File: src/hw/rtl/spc_pkg.sv
// ----------------------------------------------------------------------------
// spc_pkg: shared types and constants of the schedule piece collector
// Holds the piece limit, register indexes, the held state record and the
// decoded input and result records passed between the step logic and top.
// ----------------------------------------------------------------------------
`default_nettype none

package spc_pkg;

  // Largest schedule, in pieces; one bit per piece in the seen bitmap
  localparam int unsigned MAX_PIECES = 32;

  // Header field widths
  localparam int unsigned ID_W    = 32;
  localparam int unsigned REP_W   = 2;
  localparam int unsigned TOTAL_W = 6;
  localparam int unsigned IDX_W   = 5;
  localparam int unsigned CD_W    = 3;
  localparam int unsigned HOP_W   = 8;

  // Stream beat widths (padded to whole bytes)
  localparam int unsigned IN_DATA_W  = 48;
  localparam int unsigned OUT_DATA_W = 48;

  // Configuration port
  localparam int unsigned CFG_IDX_W = 8;
  localparam logic [CFG_IDX_W-1:0] REG_NODE_HOP  = 8'd0;
  localparam logic [CFG_IDX_W-1:0] REG_HOP_LIMIT = 8'd1;

  localparam logic [HOP_W-1:0] NODE_HOP_RST  = 8'd1;
  localparam logic [HOP_W-1:0] HOP_LIMIT_RST = 8'd8;

  // Countdown base: on completion countdown = ACT_BASE - repetition
  localparam logic [CD_W-1:0] ACT_BASE = 3'd4;

  // Collector state
  typedef struct packed {
    logic [CD_W-1:0]       countdown;
    logic                  held_valid;
    logic [ID_W-1:0]       held_id;
    logic [REP_W-1:0]      held_repeat;
    logic [TOTAL_W-1:0]    held_total;
    logic [MAX_PIECES-1:0] seen_map;
    logic [ID_W-1:0]       running_id;
    logic [ID_W-1:0]       expanded_id;
  } state_t;

  // One slot header
  typedef struct packed {
    logic                 timed_out;
    logic [ID_W-1:0]      sched_id;
    logic [REP_W-1:0]     repeat_no;
    logic [TOTAL_W-1:0]   piece_total;
    logic [IDX_W-1:0]     piece_index;
  } item_t;

  // One slot result
  typedef struct packed {
    logic             rebroadcast;
    logic             new_schedule;
    logic             piece_taken;
    logic             all_pieces;
    logic             replace_now;
    logic             expand_now;
    logic [ID_W-1:0]  active_id;
    logic [CD_W-1:0]  countdown_now;
    logic             bad_piece;
  } result_t;

endpackage

`default_nettype wire

File: src/hw/rtl/spc_step.sv
// ----------------------------------------------------------------------------
// spc_step: per-slot update of the schedule piece collector
// Combinational: from the current state, the hop registers and one slot
// header, forms the next state and the result of the slot.
// ----------------------------------------------------------------------------
`default_nettype none

module spc_step (
  input  spc_pkg::state_t                state,
  input  spc_pkg::item_t                 item,
  input  logic [spc_pkg::HOP_W-1:0]      node_hop,
  input  logic [spc_pkg::HOP_W-1:0]      hop_limit,
  output spc_pkg::state_t                state_next,
  output spc_pkg::result_t               result
);
  import spc_pkg::*;

  logic                  decode;
  logic                  is_new;
  logic                  bad;
  logic                  fresh;
  logic                  taken;
  logic                  complete;
  logic                  repl;
  logic                  expd;
  logic [CD_W-1:0]       cd_dec;
  logic [MAX_PIECES-1:0] piece_bit;
  logic [MAX_PIECES:0]   mask_full;
  logic [MAX_PIECES-1:0] need;
  state_t                s1;

  // Countdown ticks down once per slot before anything else
  assign cd_dec = (state.countdown != '0) ? state.countdown - 1'b1 : state.countdown;

  assign decode = !item.timed_out && (node_hop < hop_limit);
  assign is_new = !state.held_valid || (item.sched_id != state.held_id);

  // Range check against the incoming count for a new id, else the held count
  always_comb begin
    if (is_new) begin
      bad = ({1'b0, item.piece_index} >= item.piece_total) ||
            (32'(item.piece_total) > MAX_PIECES);
    end else begin
      bad = ({1'b0, item.piece_index} >= state.held_total);
    end
  end

  assign piece_bit = MAX_PIECES'(1) << item.piece_index;

  // Header collection into the bitmap
  always_comb begin
    s1 = state;
    s1.countdown = cd_dec;
    fresh = 1'b0;
    taken = 1'b0;
    if (decode && !bad) begin
      if (is_new) begin
        s1.held_valid  = 1'b1;
        s1.held_id     = item.sched_id;
        s1.held_repeat = item.repeat_no;
        s1.held_total  = item.piece_total;
        s1.seen_map    = piece_bit;
        s1.countdown   = '0;
        fresh = 1'b1;
        taken = 1'b1;
      end else if ((item.repeat_no >= state.held_repeat) &&
                   ((state.seen_map & piece_bit) == '0)) begin
        s1.seen_map    = state.seen_map | piece_bit;
        s1.held_id     = item.sched_id;
        s1.held_repeat = item.repeat_no;
        taken = 1'b1;
      end
    end
  end

  // Completion: every piece below held_total seen
  assign mask_full = ((MAX_PIECES+1)'(1) << s1.held_total) - 1'b1;
  assign need      = mask_full[MAX_PIECES-1:0];
  assign complete  = s1.held_valid && ((s1.seen_map & need) == need);

  // Countdown reload and replacement
  always_comb begin
    state_next = s1;
    repl = 1'b0;
    expd = 1'b0;
    if (decode && !bad) begin
      if (complete) begin
        state_next.countdown = ACT_BASE - {1'b0, item.repeat_no};
      end
      if (state_next.countdown == CD_W'(1)) begin
        repl = 1'b1;
        state_next.running_id = s1.held_id;
        if (state.expanded_id != item.sched_id) begin
          expd = 1'b1;
          state_next.expanded_id = item.sched_id;
        end
      end
    end
  end

  // Slot result
  always_comb begin
    result.rebroadcast   = decode;
    result.new_schedule  = fresh;
    result.piece_taken   = taken;
    result.all_pieces    = complete;
    result.replace_now   = repl;
    result.expand_now    = expd;
    result.active_id     = state_next.running_id;
    result.countdown_now = state_next.countdown;
    result.bad_piece     = decode && bad;
  end

endmodule

`default_nettype wire

File: src/hw/rtl/schedule_piece_collector.sv
// The result of each slot beat is registered in the output register when the slot beat is accepted.
// Throughput: one slot beat per cycle; the only limit is the output register,
// which takes a new beat whenever it is empty or is drained in the same cycle.
// Reset (rst, synchronous): no schedule held, countdown, bitmap and ids zero,
// node_hop = 1, hop_limit = 8, output register empty.
// ----------------------------------------------------------------------------
// schedule_piece_collector: collects schedule pieces per downlink slot
// Tracks the held schedule, its seen-piece bitmap and activation countdown,
// and reports rebroadcast, collection and replacement events per slot.
// ----------------------------------------------------------------------------
`default_nettype none

module schedule_piece_collector (
  input  logic                               clk,
  input  logic                               rst,
  // slot beats
  input  logic                               s_axis_tvalid,
  output logic                               s_axis_tready,
  // [31:0] sched_id, [33:32] repeat_no, [39:34] piece_total,
  // [44:40] piece_index, [47:45] zero
  input  logic [spc_pkg::IN_DATA_W-1:0]      s_axis_tdata,
  // [0] timed_out
  input  logic                               s_axis_tuser,
  // result beats
  output logic                               m_axis_tvalid,
  input  logic                               m_axis_tready,
  // [0] rebroadcast, [1] new_schedule, [2] piece_taken, [3] all_pieces,
  // [4] replace_now, [5] expand_now, [37:6] active_id,
  // [40:38] countdown_now, [41] bad_piece, [47:42] zero
  output logic [spc_pkg::OUT_DATA_W-1:0]     m_axis_tdata,
  // configuration writes
  input  logic                               cfg_valid,
  output logic                               cfg_ready,
  input  logic [spc_pkg::CFG_IDX_W-1:0]      cfg_index,
  input  logic [spc_pkg::HOP_W-1:0]          cfg_data
);
  import spc_pkg::*;

  state_t           state;
  state_t           state_next;
  item_t            item;
  result_t          result;
  result_t          out_res;
  logic [HOP_W-1:0] node_hop;
  logic [HOP_W-1:0] hop_limit;
  logic             in_fire;

  assign cfg_ready     = 1'b1;
  assign s_axis_tready = !m_axis_tvalid || m_axis_tready;
  assign in_fire       = s_axis_tvalid && s_axis_tready;

  // Unpack the slot beat
  always_comb begin
    item.timed_out   = s_axis_tuser;
    item.sched_id    = s_axis_tdata[31:0];
    item.repeat_no   = s_axis_tdata[33:32];
    item.piece_total = s_axis_tdata[39:34];
    item.piece_index = s_axis_tdata[44:40];
  end

  spc_step u_step (
    .state      (state),
    .item       (item),
    .node_hop   (node_hop),
    .hop_limit  (hop_limit),
    .state_next (state_next),
    .result     (result)
  );

  // Hop registers
  always_ff @(posedge clk) begin
    if (rst) begin
      node_hop  <= NODE_HOP_RST;
      hop_limit <= HOP_LIMIT_RST;
    end else if (cfg_valid && cfg_ready) begin
      case (cfg_index)
        REG_NODE_HOP:  node_hop  <= cfg_data;
        REG_HOP_LIMIT: hop_limit <= cfg_data;
        default: ;
      endcase
    end
  end

  // Collector state advances once per accepted beat
  always_ff @(posedge clk) begin
    if (rst) begin
      state <= '0;
    end else if (in_fire) begin
      state <= state_next;
    end
  end

  // Output register
  always_ff @(posedge clk) begin
    if (rst) begin
      m_axis_tvalid <= 1'b0;
    end else if (s_axis_tready) begin
      m_axis_tvalid <= s_axis_tvalid;
    end
  end

  always_ff @(posedge clk) begin
    if (in_fire) begin
      out_res <= result;
    end
  end

  // Pack the result beat
  assign m_axis_tdata = {6'd0,
                         out_res.bad_piece,
                         out_res.countdown_now,
                         out_res.active_id,
                         out_res.expand_now,
                         out_res.replace_now,
                         out_res.all_pieces,
                         out_res.piece_taken,
                         out_res.new_schedule,
                         out_res.rebroadcast};

endmodule

`default_nettype wire
File: config.mk
export PLATFORM = sky130hd
export DESIGN_NAME = schedule_piece_collector
export DESIGN_NICKNAME = d
export VERILOG_FILES = /design/src/hw/rtl/spc_pkg.sv /design/src/hw/rtl/spc_step.sv /design/src/hw/rtl/schedule_piece_collector.sv
export SDC_FILE = /design/constraint.sdc
export NUM_CORES = 1
export LEC_CHECK = 0
export ABC_CLOCK_PERIOD_IN_PS = 10800
export BUFFER_PORTS_ARGS = -buffer_cell sky130_fd_sc_hd__buf_2
export CAP_MARGIN = 20
export CORE_MARGIN = 5
export CORE_UTILIZATION = 30
export CTS_CLUSTER_DIAMETER = 120
export DETAILED_ROUTE_END_ITERATION = 8
export PLACE_DENSITY_LB_ADDON = 0.12
export SLEW_MARGIN = 20
export SYNTH_ARGS = -nofsm -noshare
export SYNTH_HDL_FRONTEND = slang
export SYNTH_SLANG_ARGS = --single-unit
File: constraint.sdc
create_clock -name clk -period 10.8 [get_ports clk]
set_input_delay 3.24 -clock clk [delete_from_list [all_inputs] [get_ports clk]]
set_output_delay 3.24 -clock clk [all_outputs]
set_load 0.02 [all_outputs]
# --- After elaboration in Yosys (flattened, before gate mapping) ---
# Index checks and enable logic that the tools add are counted.
word_totals:
  wordCells: 80
  register_bits: 199
  in_bits: 70
  output_inout_bits: 51
classes:
  shift: 2
  magnitude_cmp: 5
  n_mux: 20
  bitwise: 3
  n_reduce_logical: 22
  add_sub_neg: 3
  eq_ne: 5
ops:
  columns: ["cell", "n"]
  rows:
  - ["two-way mux 64 bit", 2]
  - ["two-way mux 32 bit", 3]
  - ["two-way mux 76 bit", 1]
  - ["two-way mux 34 bit", 2]
  - ["AND 32 bit", 2]
  - ["inequality test 32 bit", 2]
  - ["== test 32 bit", 1]
  - ["logical NOT 32 bit", 1]
  - ["OR 32 bit", 1]
  - ["left shift 1 x 5 -> 32 bit (first input constant)", 1]
  - ["left shift 1 x 6 -> 32 bit (first input constant)", 1]
  - ["subtractor 32 x 1 -> 32 bit (second input constant)", 1]
  - [">= comparator 5 x 6 -> 1 bit", 2]
  - ["two-way mux 3 bit", 4]
  - ["== test 8 x 1 -> 1 bit (second input constant)", 1]
  - ["logical NOT 8 bit", 1]
  - ["less-than comparator 8 bit", 1]
  - ["> comparator 6 bit (second input constant)", 1]
  - ["logical AND 1 bit", 6]
  - ["two-way mux 1 bit", 6]
  - ["two-way mux 6 bit", 1]
  - ["AND reduction 2 bit", 3]
  - ["logical NOT 1 bit", 4]
  - ["two-way mux 4 bit", 1]
  - ["9 further kinds", 11]

# --- Depth between registers and ports, before layout ---
depth:
  depth_word: 17
  mapped_depth: 30
  ltp_nobuf: 23

# --- Modules after synthesis ---
# A second synthesis with hierarchy kept.
hier_totals:
  hier_cells: 1699
  area_unflattened_um2: 13600.5
by_module_without_submodules:
  columns: ["module", "cells_per_inst", "seq_area_each_um2", "n_inst", "area_per_inst_um2"]
  rows:
  - ["schedule_piece_collector", 763, 4404.2, 1, 7315.8]
  - ["spc_step", 936, 0.0, 1, 6284.8]

# --- Least setup slack after synthesis ---
# Ideal clock, no wire load.
synth_timing:
  path_type: "input port to flip-flop"
  start: "in s_axis_tdata[35] (netlist bit)"
  end: "reg out_res (netlist bit m_axis_tdata[23]), data pin"
  setup_time_ns: 0.260
  slack_ns: 1.870
  arrival_time_ns: 8.671
  path_stages: 28
  path_buffers: 6
  cell_sequence: "clkbuf_1 clkbuf_1 inv_1 ha_1 a21oi_1 o22ai_1 nor2_1 nand2_2 inv_2 buf_2 buf_1 and4_1 a31oi_1 ha_1 buf_2 clkinv_1 or4_1 a21oi_1 o21ai_1 a21boi_0 mux2i_1 nor4_2 nor3_1 nor4b_4 nand3_2 a21oi_2 buf_4 mux2_2"
synth_lines:
  columns: ["item", "line", "rtl"]
  rows:
  - ["start: declaration", "schedule_piece_collector.sv:21", "input logic [spc_pkg::IN_DATA_W-1:0] s_axis_tdata,"]
  - ["end signal: assignment", "schedule_piece_collector.sv:104", "out_res <= result;"]
  - ["end: declaration", "schedule_piece_collector.sv:43", "result_t out_res;"]

# --- Final worst setup path ---
layout_timing:
  start: "in s_axis_tdata[35] (netlist bit)"
  end: "reg state[23] (netlist name)"
layout_via:
  elab_chain_len: 15
  elab_cells_between_ends: 17
  cone_classes: "add/sub (1); order compare (2); eq/ne (2); shift (1); mux (5); bitwise (1); reduce/logical (5)"
layout_rtl:
  columns: ["item", "line", "rtl"]
  rows:
  - [">= comparator 5 x 6 -> 1 bit / > comparator 6 bit (equally long branches)", "spc_step.sv:41, spc_step.sv:42", null]
  - ["logical OR 1 bit", "spc_step.sv:41", "bad = ({1'b0, item.piece_index} >= item.piece_total) ||"]
  - ["two-way mux 1 bit", "spc_step.sv:40", "if (is_new) begin"]
  - ["logical NOT 1 bit", "spc_step.sv:56, spc_step.sv:86", null]
  - ["logical AND 1 bit", "spc_step.sv:56, spc_step.sv:86", null]
  - ["two-way mux 76 bit", "spc_step.sv:56", "if (decode && !bad) begin"]
  - ["left shift 1 x 6 -> 32 bit", "spc_step.sv:77", "assign mask_full = ((MAX_PIECES+1)'(1) << s1.held_total) - 1'b1;"]
  - ["subtractor 32 x 1 -> 32 bit", "spc_step.sv:77", null]
  - ["AND 32 bit", "spc_step.sv:79", "assign complete = s1.held_valid && ((s1.seen_map & need) == need);"]
  - ["== test 32 bit", "spc_step.sv:79", null]
  - ["logical AND 1 bit", "spc_step.sv:79", null]
  - ["two-way mux 3 bit", "spc_step.sv:87", "if (complete) begin"]
  - ["two-way mux 3 bit", "spc_step.sv:86", "if (decode && !bad) begin"]
  - ["== test 3 x 1 -> 1 bit", "spc_step.sv:90", "if (state_next.countdown == CD_W'(1)) begin"]
  - ["AND reduction 4 bit (no source line) *", null, null]
# Mark *: on every way between the ends. The rest lies on a longest branch, timed or not. The select of a mux whose other input is x is not followed.
# A chain may end at the register's enable or synchronous reset.

==> metrics <==
final cell count without fillers 2075; Via Count 11200; chip height between 200 and 250 um; Crit Path Class in -> reg; Hold Startpoint state[62]; worst hold path stage count 2; commonest cells in the netlist 229 x nand2_1, 157 x dfxtp_1, 149 x nor2_1; number of enable flip-flop cells after synthesis between 40 and 50; Hold Fails Final Rpt 0; Slew Viols, Final 0; H-tree levels 4; Total Power 1.775 mW; vias in the first global route 10790; Synth area leaders dfxtp_1 25%, edfxtp_1 10%, mux2i_1 8.6%; Cell Count Post-Placement 2040; Crit Path Max Fanout 35; Internal between 1 and 1.5 mW; first-pass GRT wire length 67230 um; Ports 121; Switching Power 0.5740 mW; slowest stage delay, CP 0.81 ns; crit path buf inv count 5; Vias/cell approximately 5.4; Die ar. between 40000 and 50000 um^2; Min Hold Slack 0.4674 ns; final RePlAce weighted congestion 0.9300; Mapped Cells between 1000 and 1500; Async S/R FF share, synth 0; reg2reg start hop_limit[7]; Period minus WS final approximately 9.3 ns; top-count cell post-synth nand2_1; largest net degree at the start of global routing between 100 and 150; # DRC 0; CTS tree done; period utilization 0.8603; status finished clean; #FFs+latches synth 199; row count 74; CTS resizes 0; FF-to-FF End state[23]; Total GRT Usage 0.1907; mean area per synthesized cell 8.427 um^2; clock network fraction of design power 0.364; Clock Sinks a little under 200; area leader, netlist dfxtp_1; post-synthesis sequential area ratio 0.3538; wire per inst 21.16 um; worst skew pair latency 0.46 ns; R2R Setup Slk 4.09 ns; Inserted Clock Buffers 17; FF-to-FF path depth 24; chip width 213.7 um; # fillers 4355; Layout Skew approximately 0.014 ns; Reg area ~4400 um^2; top cell type's share of synthesized area 0.2525; fraction of layout cells with a size suffix above 1 0.1531; grt ovf 0; PortBufs 110; initial antenna violation count 4; Worst path slowest cell a211o_2; crit path launch type input port; Synth-to-Final Area Change 12.71%; Final HPWL DP 31330 um; Max-slew headroom 0.2625; Fmax 0.1076 GHz; Pwr Density 126.5 nW/um^2; Worst-Margin Slew approximately 1.1 ns; hold path endpoint state[62]; ys flop type dfxtp_1; Top delay family on crit path compound AO/OA/AOI/OAI gates; Routed Wire Length 43910 um; Iter 0 DRT Violations 836; Root Buffer clkbuf_16; Switching Fraction 0.3234; setup bufs post-CTS 0; multi-input logic area about 7400 um^2; cell breakdown of the critical path buf_2 -> inv_1 -> ha_1 -> a21oi_1 -> o22ai_1 -> nor2_1 -> buf_4 -> nand2_2 -> inv_2 -> and4_1 -> a31oi_1 -> ha_1 -> buf_4 -> o21ai_0 -> xnor2_1 -> nor2_1 -> a2111oi_0 -> nand2_1 -> o41ai_1 -> nand4_1 -> nor4b_4 -> a21o_1 -> a211o_2 -> mux2i_1; synth warn 0; Gate power share 0.195; TNS Setup 0 ns; Peak VDD IR 0.0001140 V; Yosys cell types 79; CTS clk-pin slew, worst paths 0.08 ns; antenna viol nets, final 0; CTS max path bufs 2; Hold Buf Count CTS 0; Setup violations, final 0; Core Area 40920 um^2; initial core utilization 0.3041; sequential power share 0.441; Synth Cell Area 12450 um^2; static leakage about 6.3 nW; number of max-capacitance violations reported 0; final net count approximately 1600; CP endpoint kind register; min-delay worst type reg -> reg; Crit path required time roughly 11 ns; RSZ-0062 raised after global routing false; arrival time worst endpoint 9.67 ns; first-pass iteration count of the detailed router 5
[worst reg2reg max path, cell delays in order (launching register included)]
cell and delay (ns):
dfxtp_1 0.33, inv_1 0.04, ha_1 0.28, and4_1 0.20
o21ai_0 0.08, o211ai_1 0.68, nor2_1 0.12, buf_4 0.23
nand2_2 0.20, inv_2 0.05, and4_1 0.19, a31oi_1 0.15
ha_1 0.20, buf_4 0.35, o21ai_0 0.27, xnor2_1 0.36
nor2_1 0.12, a2111oi_0 0.47, nand2_1 0.11, o41ai_1 0.09
nand4_1 0.24, nor4b_4 0.51, a21o_1 0.24, a211o_2 0.81
mux2i_1 0.30
[area by class of cell]
cell class	count	area share
repair buffers	141	0.05833
flip-flops and latches	199	0.3139
well taps	532	0.04745
inverters	35	0.009454
diodes	2	0.0003568
clock inverters	13	0.009008
multi-input cells	1134	0.5299
clock buffers	19	0.03157
[metrics by stage]
stage	util	instance area [um^2]	worst slack [ns]
2_1_floorplan	-	12470	1.870
5_1_grt	0.3427	14020	1.142
4_1_cts	0.3419	13990	1.629
3_5_place_dp	0.3280	13420	1.171
3_3_place_gp	0.3280	13420	1.181
6_report	0.3428	14030	1.508
[cells in the final DEF (no fill, tap or decap), drive strengths merged, types with 37 or more instances in the layout]
cell type / netlist / final
buf: 46 / 141
or3: 38 / 38
a21oi: 54 / 54
xnor2: 37 / 37
edfxtp: 42 / 42
nor3: 42 / 42
nand2: 230 / 230
mux2i: 107 / 107
dfxtp: 157 / 157
inv: 33 / 41
o21ai: 44 / 44
xor2: 43 / 43
nor2: 149 / 149
[layer usage]
| layer | up-vias | track usage | wire [um] |
|---|---|---|---|
| li1 | 5394 | - | - |
| met1 | 5487 | 0.2866 | 22070 |
| met2 | 277 | 0.2857 | 19040 |
| met3 | 38 | 0.03219 | 2128 |
| met4 | 4 | 0.04518 | 655 |
| met5 | - | 0 | 14 |
[sequential cells by signal (all words and copies together) (netlist names)]
signal and flops:
m_axis_tvalid 1, node_hop 8, hop_limit 8, m_axis_tdata 42
state 140
[power groups by stage]
stage                     registers, mW  clock network [mW]  logic, mW
final                             0.782               0.646      0.347
after global routing              0.784               0.698      0.376
after CTS                         0.782               0.668      0.344
after detailed placement          0.800                   0      0.343
after global placement            0.799                   0      0.343
after floorplan                   0.808                   0      0.214
[logic make-up after synthesis]
kind of cell / Yosys count / synth area share
XOR/XNOR: 80 / 0.05629
flip-flops: 199 / 0.3538
buffers and inverters: 149 / 0.05257
multiplexers: 143 / 0.1186
AO/OA/AOI/OAI: 270 / 0.1556
AND/OR/NAND/NOR: 611 / 0.2393
adder cells (fa/ha/maj): 23 / 0.02312
other: 2 / 0.0006034
[worst max path at each step]
| stage | from | to | slack [ns] | depth (start not counted) |
|---|---|---|---|---|
| 6_report | s_axis_tdata[35] | state[23] | 1.51 | 24 |
| 5_1_grt | s_axis_tdata[35] | state[12] | 1.14 | 24 |
| 4_1_cts | s_axis_tdata[35] | state[23] | 1.63 | 24 |
| 3_5_place_dp | s_axis_tdata[35] | state[23] | 1.17 | 24 |
| 3_3_place_gp | s_axis_tdata[35] | state[12] | 1.18 | 24 |
| 2_1_floorplan | s_axis_tdata[35] | m_axis_tdata[23] | 1.87 | 28 |
(Power assumes the default switching activity.)
